File: src/rtl/core/rtu_pkg.sv
// rtu_pkg: shared constants and types of the frame receiver with crc check
// no dependencies; imported by rtu_cfg_if and every module in rtl/core

package rtu_pkg;

  // frame buffer sizing
  localparam int unsigned FRAME_DEPTH = 64;
  localparam int unsigned ADDR_W      = $clog2(FRAME_DEPTH);
  localparam int unsigned CNT_W       = $clog2(FRAME_DEPTH + 1);

  // crc-16, reflected form
  localparam logic [15:0] CRC_INIT = 16'hFFFF;
  localparam logic [15:0] CRC_POLY = 16'hA001;

  // configuration registers
  localparam int unsigned CFG_IDX_W   = 2;
  localparam logic [CFG_IDX_W-1:0] REG_SLAVE_ID = CFG_IDX_W'(0);
  localparam logic [CFG_IDX_W-1:0] REG_GAP      = CFG_IDX_W'(1);
  localparam logic [7:0]  GAP_RESET   = 8'd10;

  // input operation codes
  localparam logic OP_BYTE = 1'b0;
  localparam logic OP_TICK = 1'b1;

  // result kinds
  localparam logic KIND_DATA  = 1'b0;
  localparam logic KIND_ERROR = 1'b1;

  // command to the bit-serial crc engine
  typedef struct packed {
    logic       start;    // fold a new byte
    logic       restart;  // begin from the init value
    logic [7:0] data;
  } crc_cmd_t;

  // status back from the crc engine
  typedef struct packed {
    logic        busy;
    logic [15:0] crc;
  } crc_stat_t;

endpackage

File: src/rtl/core/rtu_crc.sv
// rtu_crc: bit-serial crc-16 engine, one polynomial step per cycle
// depends on rtu_pkg (crc constants, command and status structs)

module rtu_crc
  import rtu_pkg::*;
(
  input  logic      clk_i,
  input  logic      rst_ni,
  input  crc_cmd_t  cmd_i,
  output crc_stat_t stat_o
);

  logic [15:0] crc_q, crc_d;
  logic [2:0]  step_q, step_d;
  logic        busy_q, busy_d;

  // load the byte, then shift out eight bits
  always_comb begin
    crc_d  = crc_q;
    step_d = step_q;
    busy_d = busy_q;
    if (cmd_i.start) begin
      crc_d  = (cmd_i.restart ? CRC_INIT : crc_q) ^ {8'h00, cmd_i.data};
      step_d = 3'd0;
      busy_d = 1'b1;
    end else if (busy_q) begin
      crc_d  = crc_q[0] ? ((crc_q >> 1) ^ CRC_POLY) : (crc_q >> 1);
      step_d = step_q + 3'd1;
      if (step_q == 3'd7) begin
        busy_d = 1'b0;
      end
    end
  end

  always_ff @(posedge clk_i or negedge rst_ni) begin
    if (!rst_ni) begin
      crc_q  <= CRC_INIT;
      step_q <= 3'd0;
      busy_q <= 1'b0;
    end else begin
      crc_q  <= crc_d;
      step_q <= step_d;
      busy_q <= busy_d;
    end
  end

  assign stat_o.busy = busy_q;
  assign stat_o.crc  = crc_q;

endmodule

File: config.mk
export PLATFORM = sky130hd
export DESIGN_NAME = rtu_crc
export DESIGN_NICKNAME = d
export VERILOG_FILES = /design/src/rtl/core/rtu_pkg.sv /design/src/rtl/core/rtu_crc.sv
export SDC_FILE = /design/constraint.sdc
export NUM_CORES = 1
export LEC_CHECK = 0
export BUFFER_PORTS_ARGS = -buffer_cell sky130_fd_sc_hd__buf_2
export CORE_ASPECT_RATIO = 1.5
export CORE_UTILIZATION = 51
export CTS_CLUSTER_SIZE = 12
export DETAILED_ROUTE_END_ITERATION = 8
export PLACE_DENSITY = 0.78
export SYNTH_ARGS = -nofsm -noshare
export SYNTH_HDL_FRONTEND = slang
export SYNTH_SLANG_ARGS = --single-unit
File: constraint.sdc
create_clock -name clk_i -period 1.6 [get_ports clk_i]
set_clock_uncertainty 0.2 [all_clocks]
set_input_delay 0.08 -clock clk_i [delete_from_list [all_inputs] [get_ports clk_i]]
set_output_delay 0.08 -clock clk_i [all_outputs]
set_load 0.02 [all_outputs]
==> impl_results.md, run 1 <==
* IR drop worst, VDD at 0.595 mV
* DR pass1 iterations at 4
* Clk pwr share at 0.187
* WL/cell at 13.6 um
* Worst-margin pin slew at 0.439 ns
* Worst Path Arrival at 1.24 ns
* H-tree level count at 1
* Synth Net Count at 113
* Area share of the largest cell type after synthesis at 0.381
* Core area at 2030 um2
* CTS Buffer Depth at 2
* Final worst setup slack at 0.0771 ns
* Util after Layout at 0.669
* Netlist area before placement at 1100 um2
* WL final at 2140 um
* Hold Path Class: input port to async pin
* DP HPWL at 1450 um
* Worst Setup End Kind: primary output
* Die height at 59.0 um
* Min cycle time layout at 1.52 ns
* Gate Count Post-Synth at 99
* Main synth FF type: dfstp_2
* Synth Area per Inst at 11.1 um2
* Max Cap Viol at 0
* Detail Route met2 WL at 1090 um
* Top post-synthesis cells by count: dfstp_2 (16), o21ai_0 (15), mux2i_1 (9), o22a_1 (7), or3_1 (7)
* Row count at 20
* CTS tree: done
* Vias in the first global route at 904
* Pwr Density at 930 nW/um2
* Total clock sinks at 20
* Net switching power at 399 uW
* DR vias at 889
* R2r endpoint: step_q[2]
* Drt initial violations at 10
* Internal at 861 uW
* PortBufs at 28
* Crit path launch type: flop
* Worst-path fanout max at 11
* DRC errors left at 0
* Via density per instance at 5.66
* Dominant cell by count in the synthesized netlist: dfstp_2
* Die W at 40.0 um
* Pleak at 0.000610 uW
* Final ANT Viol Nets at 0
* IO Count at 29
* Post-synth ARST share at 1.00
* Total negative slack at 0 ns
* Slew headroom at 0.707
* Fmax at 0.657 GHz
* Pin count of the biggest net entering global routing at 21
* CP required at 1.32 ns
* Clock Root Buffer: clkbuf_4
* Comb power frac at 0.273
* Placed cell count at 143
* Worst r2r path cells at 4
* Total Power at 1260 uW
* RR Startpoint: step_q[0]
* Max Transition Viols Final at 0
* Worst skew pair latency at 0.29 ns
* Initial antenna violation count at 0
* Final Hold Fails at 0
* Post-synthesis cell type count at 27
* Pre-CTS setup slack at 0.146 ns
* GRT Overall Usage at 0.214
* Number of diodes at 0
* Met1 WL at 962 um
* Layout cells sized above 1 at 0.430
* Finished Layout Cells at 157
* FF-to-FF setup slack at 0.21 ns
* Wire length of the first global-routing pass at 3650 um
* Critical path type: flop to primary output
* Placer Congestion at 0.708
* Post-synthesis sequential area ratio at 0.472
* Sw Share at 0.317
* Period utilization at 0.952
* Warnings from Yosys at 0
* Cts bufs inserted at 3
* FF+latch count, synth at 20
* Uppermost layer routed: met4
* RSZ-0062 raised after global routing: no
* # setup viols final at 0
* Post-CTS Repair Setup Buffers at 0
* Yosys top cell by area: dfstp_2
* Top cells by area, synth: dfstp_2 (38%), dfrtp_1 (9.1%), mux2i_1 (8.2%)
* GRT overflow at 0
* Die area at 2360 um2
* Initial Util at 0.544
* Status: finished clean
* DR WL met3 at 72 um
* Syn-to-layout area delta at 22.9%
* Sequential Power Share at 0.541
* Post-synth EDFFs at 0
* Fin nets at 151
* Register clock-pin slew on the reported worst setup and hold paths at 0.11 ns
## through the flow
| stage | cell area (um2) | hold slack, ns |
|---|---|---|
| global placement | 1220 | -0.156 |
| finish | 1360 | 0.0475 |
| detailed placement | 1220 | -0.152 |
| floorplan | 1100 | -0.416 |
| global route | 1360 | 0.0958 |
| CTS | 1360 | 0.0589 |
## flip-flops by register name (all words and copies together), names as in the netlist
register and count:
busy_q 1, step_q 3, crc_q 16
## power by group through the flow
stage / clock network (uW) / registers, uW / logic [uW]
floorplan: 0 / 754 / 152
finish: 235 / 681 / 344
detailed placement: 0 / 689 / 328
global placement: 0 / 687 / 318
CTS: 242 / 681 / 349
global route: 262 / 694 / 379
## critical path, cell delays in order, from the launching register on
cell and delay [ns]:
dfrtp_2 0.50, buf_4 0.25, buf_2 0.19
## placed cells by master (no fill, tap or decap), types with 2 or more instances in the layout
cell / synthesis / final
a21oi_1: 3 / 3
buf_2: 3 / 28
buf_4: 2 / 2
clkbuf_4: 0 / 3
dfrtp_1: 4 / 3
dfstp_2: 16 / 16
dlygate4sd3_1: 0 / 11
ha_1: 2 / 2
mux2_2: 5 / 5
mux2i_1: 9 / 9
nand3_1: 6 / 6
nor2_1: 3 / 3
o21ai_0: 15 / 15
o22a_1: 7 / 7
or3_1: 7 / 7
xnor2_1: 2 / 2
## per-layer routing
metal,GRT usage,vias to the layer above
met5,0,-
met1,0.255,429
li1,-,437
met2,0.385,21
met3,0.0338,2
met4,0.0443,0
## how the worst max path moves through the flow
stage	start	endpoint	slack, ns	depth (start not counted)
after floorplan	step_q[0]	step_q[2]	0.29	4
after global placement	busy_q	crc_q[2]	0.18	3
after detailed placement	busy_q	crc_q[2]	0.15	3
after CTS	busy_q	stat_o[16]	0.07	2
after global routing	busy_q	stat_o[16]	0.006	2
final	busy_q	stat_o[16]	0.08	2
## cell type report
cell class | count | area, um2
fill | 166 | 671
multi-input combinational | 70 | 515
tap | 22 | 27.5
sequential | 20 | 522
timing repair buffer | 41 | 265
inverter | 1 | 3.75
clock buffer | 3 | 22.5
## cells by family (layout without fill, tap and decap cells)
kind of cell               after synthesis  in the layout  share of synthesized area
AOI/OAI and AO/OA                       30             30                      0.173
and+or+nand+nor                         21             21                      0.112
DFF                                     20             20                      0.472
muxes                                   15             15                      0.143
buffers and inverters                    9             45                     0.0612
adders and majority gates                2              2                     0.0227
xor gates and xnor gates                 2              2                     0.0159
## timing repair
action / in CTS / in global routing
hold buffers: 11 / 0
resized for setup: 1 / 0
endpoints found under the hold margin: 29 / 0
endpoints found under the setup margin: 1 / 0
Power figures use the tool's default switching activity.
==> run 2: changes to the inputs <==
==> constraint.sdc (replaced) <==
create_clock -name clk_i -period 1.6 [get_ports clk_i]
set_clock_uncertainty 0.2 [all_clocks]
set_input_delay 0.32 -clock clk_i [delete_from_list [all_inputs] [get_ports clk_i]]
set_output_delay 0.32 -clock clk_i [all_outputs]
set_load 0.02 [all_outputs]
==> run 2 against run 1 <==
Against the previous run:
- wire length is 2.9% higher
- largest cell class unchanged
- critical path depth stayed put
- hold slack better by 0.071 ns
- largest power group unchanged
- critical endpoint unchanged
- final cell count is 1.9% lower
- non-clock buffer count is 4 lower
- total power is 5.2% higher
==> impl_results.md, run 2 (synthesis results as in run 1) <==
* Die area at 2360 um2 (unchanged)
* Via density per instance at 5.81 (+2.5%)
* Cells along the critical path: buf_6, buf_4
* Finished Layout Cells at 154 (-1.9%)
* CTS tree: done
* Uppermost layer routed: met4
* Cts bufs inserted at 3 (unchanged)
* Period utilization at 0.972 (+0.0204)
* Critical path type: flop to primary output
* Initial Util at 0.544 (unchanged)
* Pin count of the biggest net entering global routing at 21 (unchanged)
* Clock Root Buffer: clkbuf_4
* Syn-to-layout area delta at 20.7%
* Fin nets at 147 (-2.6%)
* DR WL met3 at 82 um (+14%)
* DRC errors left at 0 (unchanged)
* Total negative slack at 0 ns (unchanged)
* CP max-delay cell: dfrtp_1
* CTS Buffer Depth at 2 (unchanged)
* # setup viols final at 0 (unchanged)
* CP required at 1.08 ns (-0.24 ns)
* Multi-input gate area at 515 um2 (unchanged)
* Fmax at 0.643 GHz (-2.1%)
* Fill cell count at 177 (+6.6%)
* DR vias at 894 (+0.56%)
* Die height at 59.0 um (unchanged)
* Comb power frac at 0.271 (-0.002)
* FF/Latch Area at 520 um2 (-0.24%)
* Placed cell count at 146 (+2.1%)
* Wire length of the first global-routing pass at 3680 um (+0.93%)
* IO Count at 29 (unchanged)
* Worst-margin pin slew at 0.446 ns (+0.00706 ns)
* Detail Route met2 WL at 1110 um (+1.9%)
* Min cycle time layout at 1.56 ns (+0.0326 ns)
* Most flops, register: crc_q
* Total Power at 1330 uW (+5.2%)
* Number of diodes at 0 (unchanged)
* Worst Setup End Kind: primary output
* Worst Path Arrival at 1.04 ns (-0.20 ns)
* GRT Overall Usage at 0.227 (+0.0123)
* DP Area at 1240 um2 (+1.8%)
* Sequential Power Share at 0.513 (-0.028)
* IR drop worst, VDD at 0.739 mV (+24%)
* Max Transition Viols Final at 0 (unchanged)
* Vias in the first global route at 869 (-3.9%)
* Total clock sinks at 20 (unchanged)
* Core area at 2030 um2 (unchanged)
* RSZ-0062 raised after global routing: no
* Hold Path Class: input port to flop
* WL/cell at 14.3 um (+4.9%)
* Most frequent cells in the layout: buf_2 (22), dfstp_2 (16), o21ai_0 (15), buf_4 (13), mux2i_1 (9)
* Net switching power at 405 uW (+1.3%)
* Largest registers: crc_q x16, step_q x3, busy_q x1
* Slew headroom at 0.703 (-0.00471)
* Most common cell after layout, fill and taps aside: buf_2
* Status: finished clean
* PortBufs at 28 (unchanged)
* Max Cap Viol at 0 (unchanged)
* Pleak at 0.000613 uW (+0.38%)
* Sw Share at 0.305 (-0.0118)
* Number of flip-flops in the largest register at 16 (unchanged)
* GRT overflow at 0 (unchanged)
* Register clock-pin slew on the reported worst setup and hold paths at 0.11 ns (about the same)
* Drt initial violations at 12 (+2)
* Row count at 20 (unchanged)
* Internal at 922 uW (+7.0%)
* Final Hold Fails at 0 (unchanged)
* Layout cells sized above 1 at 0.485 (+0.0552)
* Initial antenna violation count at 0 (unchanged)
* Worst skew pair latency at 0.30 ns (about the same)
* Crit path launch type: flop
* Met1 WL at 972 um (+1.0%)
* DP HPWL at 1540 um (+6.0%)
* Util after Layout at 0.657 (-0.0117)
* Final instance area at 1330 um2 (-1.8%)
* WL final at 2200 um (+2.9%)
* Clk pwr share at 0.217 (+0.030)
* H-tree level count at 1 (unchanged)
* Die W at 40.0 um (unchanged)
* Placer Congestion at 0.693 (-2.1%)
* Slowest stage delay, CP at 0.41 ns (-0.09 ns)
* Worst-path fanout max at 13 (+2)
* DR pass1 iterations at 4 (unchanged)
* Final ANT Viol Nets at 0 (unchanged)
* Pwr Density at 995 nW/um2 (+7.1%)
==> run 2: changes by cell type in the layout (fill, tap and decap cells not counted), sizes merged <==
cell / delta
buf: +6
dlygate4sd3: -10
clkbuf: +1
==> run 2: critical path, delay by kind of cell (launching register included) <==
kind | cells | cell delay (ns)
flops | 1 | 0.41
buf+inv | 2 | 0.32
==> run 2: through the flow <==
| step | hold slack [ns] | setup slack, ns |
|---|---|---|
| floorplan | -0.176 | 0.295 |
| global placement | 0.0850 | 0.239 |
| detailed placement | 0.0918 | 0.201 |
| CTS | 0.118 | 0.0117 |
| global route | 0.153 | 0.00371 |
| finish | 0.118 | 0.0446 |
==> run 2: what timing repair did <==
item,in CTS,in global routing
resized for setup,1,6
setup endpoints to repair,1,8
hold endpoints to repair,4,0
hold buffers,1,0
setup buffers,0,3
==> run 2: cell type report <==
type	instances	area share
Tap cell	22	0.0207
Timing Repair Buffer	37	0.172
Multi-Input combinational cell	70	0.387
Clock buffer	4	0.0272
Sequential cell	20	0.391
Inverter	1	0.00282
==> run 2: power groups by stage <==
stage	sequential (uW)	combinational [uW]	clock (uW)
6_report	680	359	287
5_1_grt	695	392	315
4_1_cts	684	334	297
3_5_place_dp	690	329	0
2_1_floorplan	754	152	0
3_3_place_gp	684	320	0
==> run 2: worst paths after layout <==
check                          start         end  slack (ns)  depth (start not counted)
max                           busy_q  stat_o[16]        0.04                          2
min                         cmd_i[3]    crc_q[3]        0.12                          4
min reg2reg                crc_q[15]   crc_q[14]        0.35                          2
min in group asynchronous     rst_ni   step_q[1]        0.28                          2
max in group asynchronous     rst_ni    crc_q[0]        0.57                          2
max reg2reg                step_q[0]   step_q[2]        0.22                          4
==> run 2: layer usage <==
layer	vias to the layer above	global-route usage
met1	434	0.281
li1	429	-
met3	4	0.0226
met2	27	0.371
met4	0	0.118
met5	-	0
==> run 3: changes to the inputs <==
--- a/config.mk
+++ b/config.mk
@@ -5,12 +5,13 @@
 export SDC_FILE = /design/constraint.sdc
 export NUM_CORES = 1
 export LEC_CHECK = 0
-export BUFFER_PORTS_ARGS = -buffer_cell sky130_fd_sc_hd__buf_2
+export BUFFER_PORTS_ARGS = -buffer_cell sky130_fd_sc_hd__buf_4
 export CORE_ASPECT_RATIO = 1.5
 export CORE_UTILIZATION = 51
 export CTS_CLUSTER_SIZE = 12
 export DETAILED_ROUTE_END_ITERATION = 8
 export PLACE_DENSITY = 0.78
+export RECOVER_POWER = 100
 export SYNTH_ARGS = -nofsm -noshare
 export SYNTH_HDL_FRONTEND = slang
 export SYNTH_SLANG_ARGS = --single-unit
==> run 3 against run 2 <==
Against the previous run:
- wire length is 7.4% lower
- via count is 4.9% lower
- total power down 0.34%
- global-route usage is 2.5 points lower
==> impl_results.md, run 3 (synthesis results as in run 1) <==
* Fin nets at 143 (-2.7%)
* Final hold slack at 0.0972 ns (-0.0211 ns)
* Syn-to-layout area delta at 21.3%
* Max Cap Viol at 0 (unchanged)
* DR pass1 iterations at 4 (unchanged)
* RR Startpoint: busy_q
* Pwr Density at 987 nW/um2 (-0.81%)
* Fmax at 0.638 GHz (-0.73%)
* PortBufs at 28 (unchanged)
* Max Transition Viols Final at 0 (unchanged)
* Status: finished clean
* CP required at 1.08 ns (about the same)
* Most flops, register: crc_q
* Layout cells sized above 1 at 0.414 (-0.0708)
* Number of diodes at 0 (unchanged)
* Min-Delay Endpoint: crc_q[1]
* Die height at 59.0 um (unchanged)
* CTS tree: done
* Slowest stage delay, CP at 0.57 ns (+0.16 ns)
* DR vias at 850 (-4.9%)
* Critical path type: flop to primary output
* FF/Latch Area at 520 um2 (unchanged)
* Post-CTS Repair Setup Buffers at 0 (unchanged)
* # setup viols final at 0 (unchanged)
* Register clock-pin slew on the reported worst setup and hold paths at 0.11 ns (about the same)
* Worst r2r path cells at 3 (-1)
* WL/cell at 13.6 um (-4.9%)
* Total clock sinks at 20 (unchanged)
* Cts bufs inserted at 3 (unchanged)
* Worst Setup End Kind: primary output
* CP max-delay cell: dfstp_2
* Final Hold Fails at 0 (unchanged)
* Initial Util at 0.544 (unchanged)
* Die W at 40.0 um (unchanged)
* Core area at 2030 um2 (unchanged)
* Initial antenna violation count at 0 (unchanged)
* Wire length of the first global-routing pass at 3290 um (-11%)
* DRC errors left at 0 (unchanged)
* CTS Buffer Depth at 2 (unchanged)
* WL final at 2040 um (-7.4%)
* R2r endpoint: crc_q[15]
* Worst skew pair latency at 0.30 ns (about the same)
* GRT overflow at 0 (unchanged)
* Pin count of the biggest net entering global routing at 21 (unchanged)
* Hold Path Class: input port to flop
* Multi-input gate area at 515 um2 (unchanged)
* Worst Path Arrival at 1.05 ns (about the same)
* Clock Root Buffer: clkbuf_4
* Crit path launch type: flop
* Cells along the critical path: clkbuf_2
* Number of flip-flops in the largest register at 16 (unchanged)
* Top Family by Delay on Critical Path: flip-flops
* Slew headroom at 0.665 (-0.0377)
* Row count at 20 (unchanged)
* Most common cell after layout, fill and taps aside: buf_4
* Drt initial violations at 21 (+9)
* Worst-margin pin slew at 0.503 ns (+0.0566 ns)
* Fill cell count at 177 (unchanged)
* Die area at 2360 um2 (unchanged)
* Worst Hold Depth at 4 (unchanged)
* FF-to-FF setup slack at 0.10 ns (-0.12 ns)
* H-tree level count at 1 (unchanged)
* Pleak at 0.000603 uW (-1.6%)
* Placer Congestion at 0.733 (+5.7%)
* IR drop worst, VDD at 0.798 mV (+8.0%)
* Total negative slack at 0 ns (unchanged)
* Min cycle time layout at 1.57 ns (+0.0115 ns)
* Largest registers: crc_q x16, step_q x3, busy_q x1
* Worst-path fanout max at 5 (-8)
* Worst path buffer plus inverter count at 1 (-1)
* RSZ-0062 raised after global routing: no
* DP HPWL at 1410 um (-8.1%)
* Via density per instance at 5.67 (-2.4%)
* IO Count at 29 (unchanged)
* Hold_sp: cmd_i[1]
* Most frequent cells in the layout: buf_4 (26), o21ai_0 (15), mux2i_1 (9), dfstp_2 (9)
* Vias in the first global route at 800 (-7.9%)
* GRT Overall Usage at 0.201 (-0.0252)
* Period utilization at 0.979 (+0.00720)
* Final ANT Viol Nets at 0 (unchanged)
-- run 3: stage by stage --
step	power [uW]	cells	instance area (um2)	setup WS (ns)	utilization
2_1_floorplan	906	99	1100	0.295	-
3_3_place_gp	1050	145	1310	0.260	0.645
3_5_place_dp	1060	145	1310	0.230	0.645
4_1_cts	1360	150	1350	0.0285	0.668
5_1_grt	1390	150	1340	0.00326	0.660
6_report	1320	150	1340	0.0331	0.660
-- run 3: power by group --
part / total [uW] / internal [uW] / switching, uW / leakage (uW)
Clock: 291 / 139 / 152 / 0.0000210
Sequential: 673 / 606 / 67.1 / 0.000209
Combinational: 358 / 176 / 182 / 0.000373
-- run 3: routing by layer --
metal	track usage	wire, um	vias to the layer above	share of wire
met1	0.222	887	406	0.43
li1	-	-	418	-
met4	0.0887	28	0	0.014
met5	0	0	-	0
met2	0.355	1040	22	0.51
met3	0.0338	84	4	0.041
-- run 3: final cells by class --
cell class / instances / area share
timing repair buffer: 33 / 0.176
inverter: 1 / 0.00280
clock buffer: 4 / 0.0271
tap: 22 / 0.0206
multi-input combinational: 70 / 0.385
sequential: 20 / 0.389
-- run 3: worst max path at each step --
stage	cells past startpoint	end	slack (ns)	startpoint
after global placement	5	crc_q[13]	0.26	cmd_i[8]
after CTS	1	stat_o[1]	0.03	crc_q[1]
final	1	stat_o[3]	0.03	crc_q[3]
after global routing	1	stat_o[0]	0.003	crc_q[0]
after floorplan	4	step_q[2]	0.29	step_q[0]
after detailed placement	4	step_q[2]	0.23	step_q[0]
-- run 3: what timing repair did --
| action | 4_1_cts | 5_1_grt |
|---|---|---|
| gates resized for setup | 0 | 0 |
| hold endpoints to repair | 20 | 0 |
| endpoints found under the setup margin | 0 | 0 |
| hold buffers | 1 | 0 |
-- run 3: worst register-to-register path, delay by kind of cell (launching register included) --
| family | cells | cell delay [ns] |
|---|---|---|
| mux | 1 | 0.38 |
| flops | 1 | 0.36 |
| buf+inv | 1 | 0.31 |
| compound gates | 1 | 0.19 |
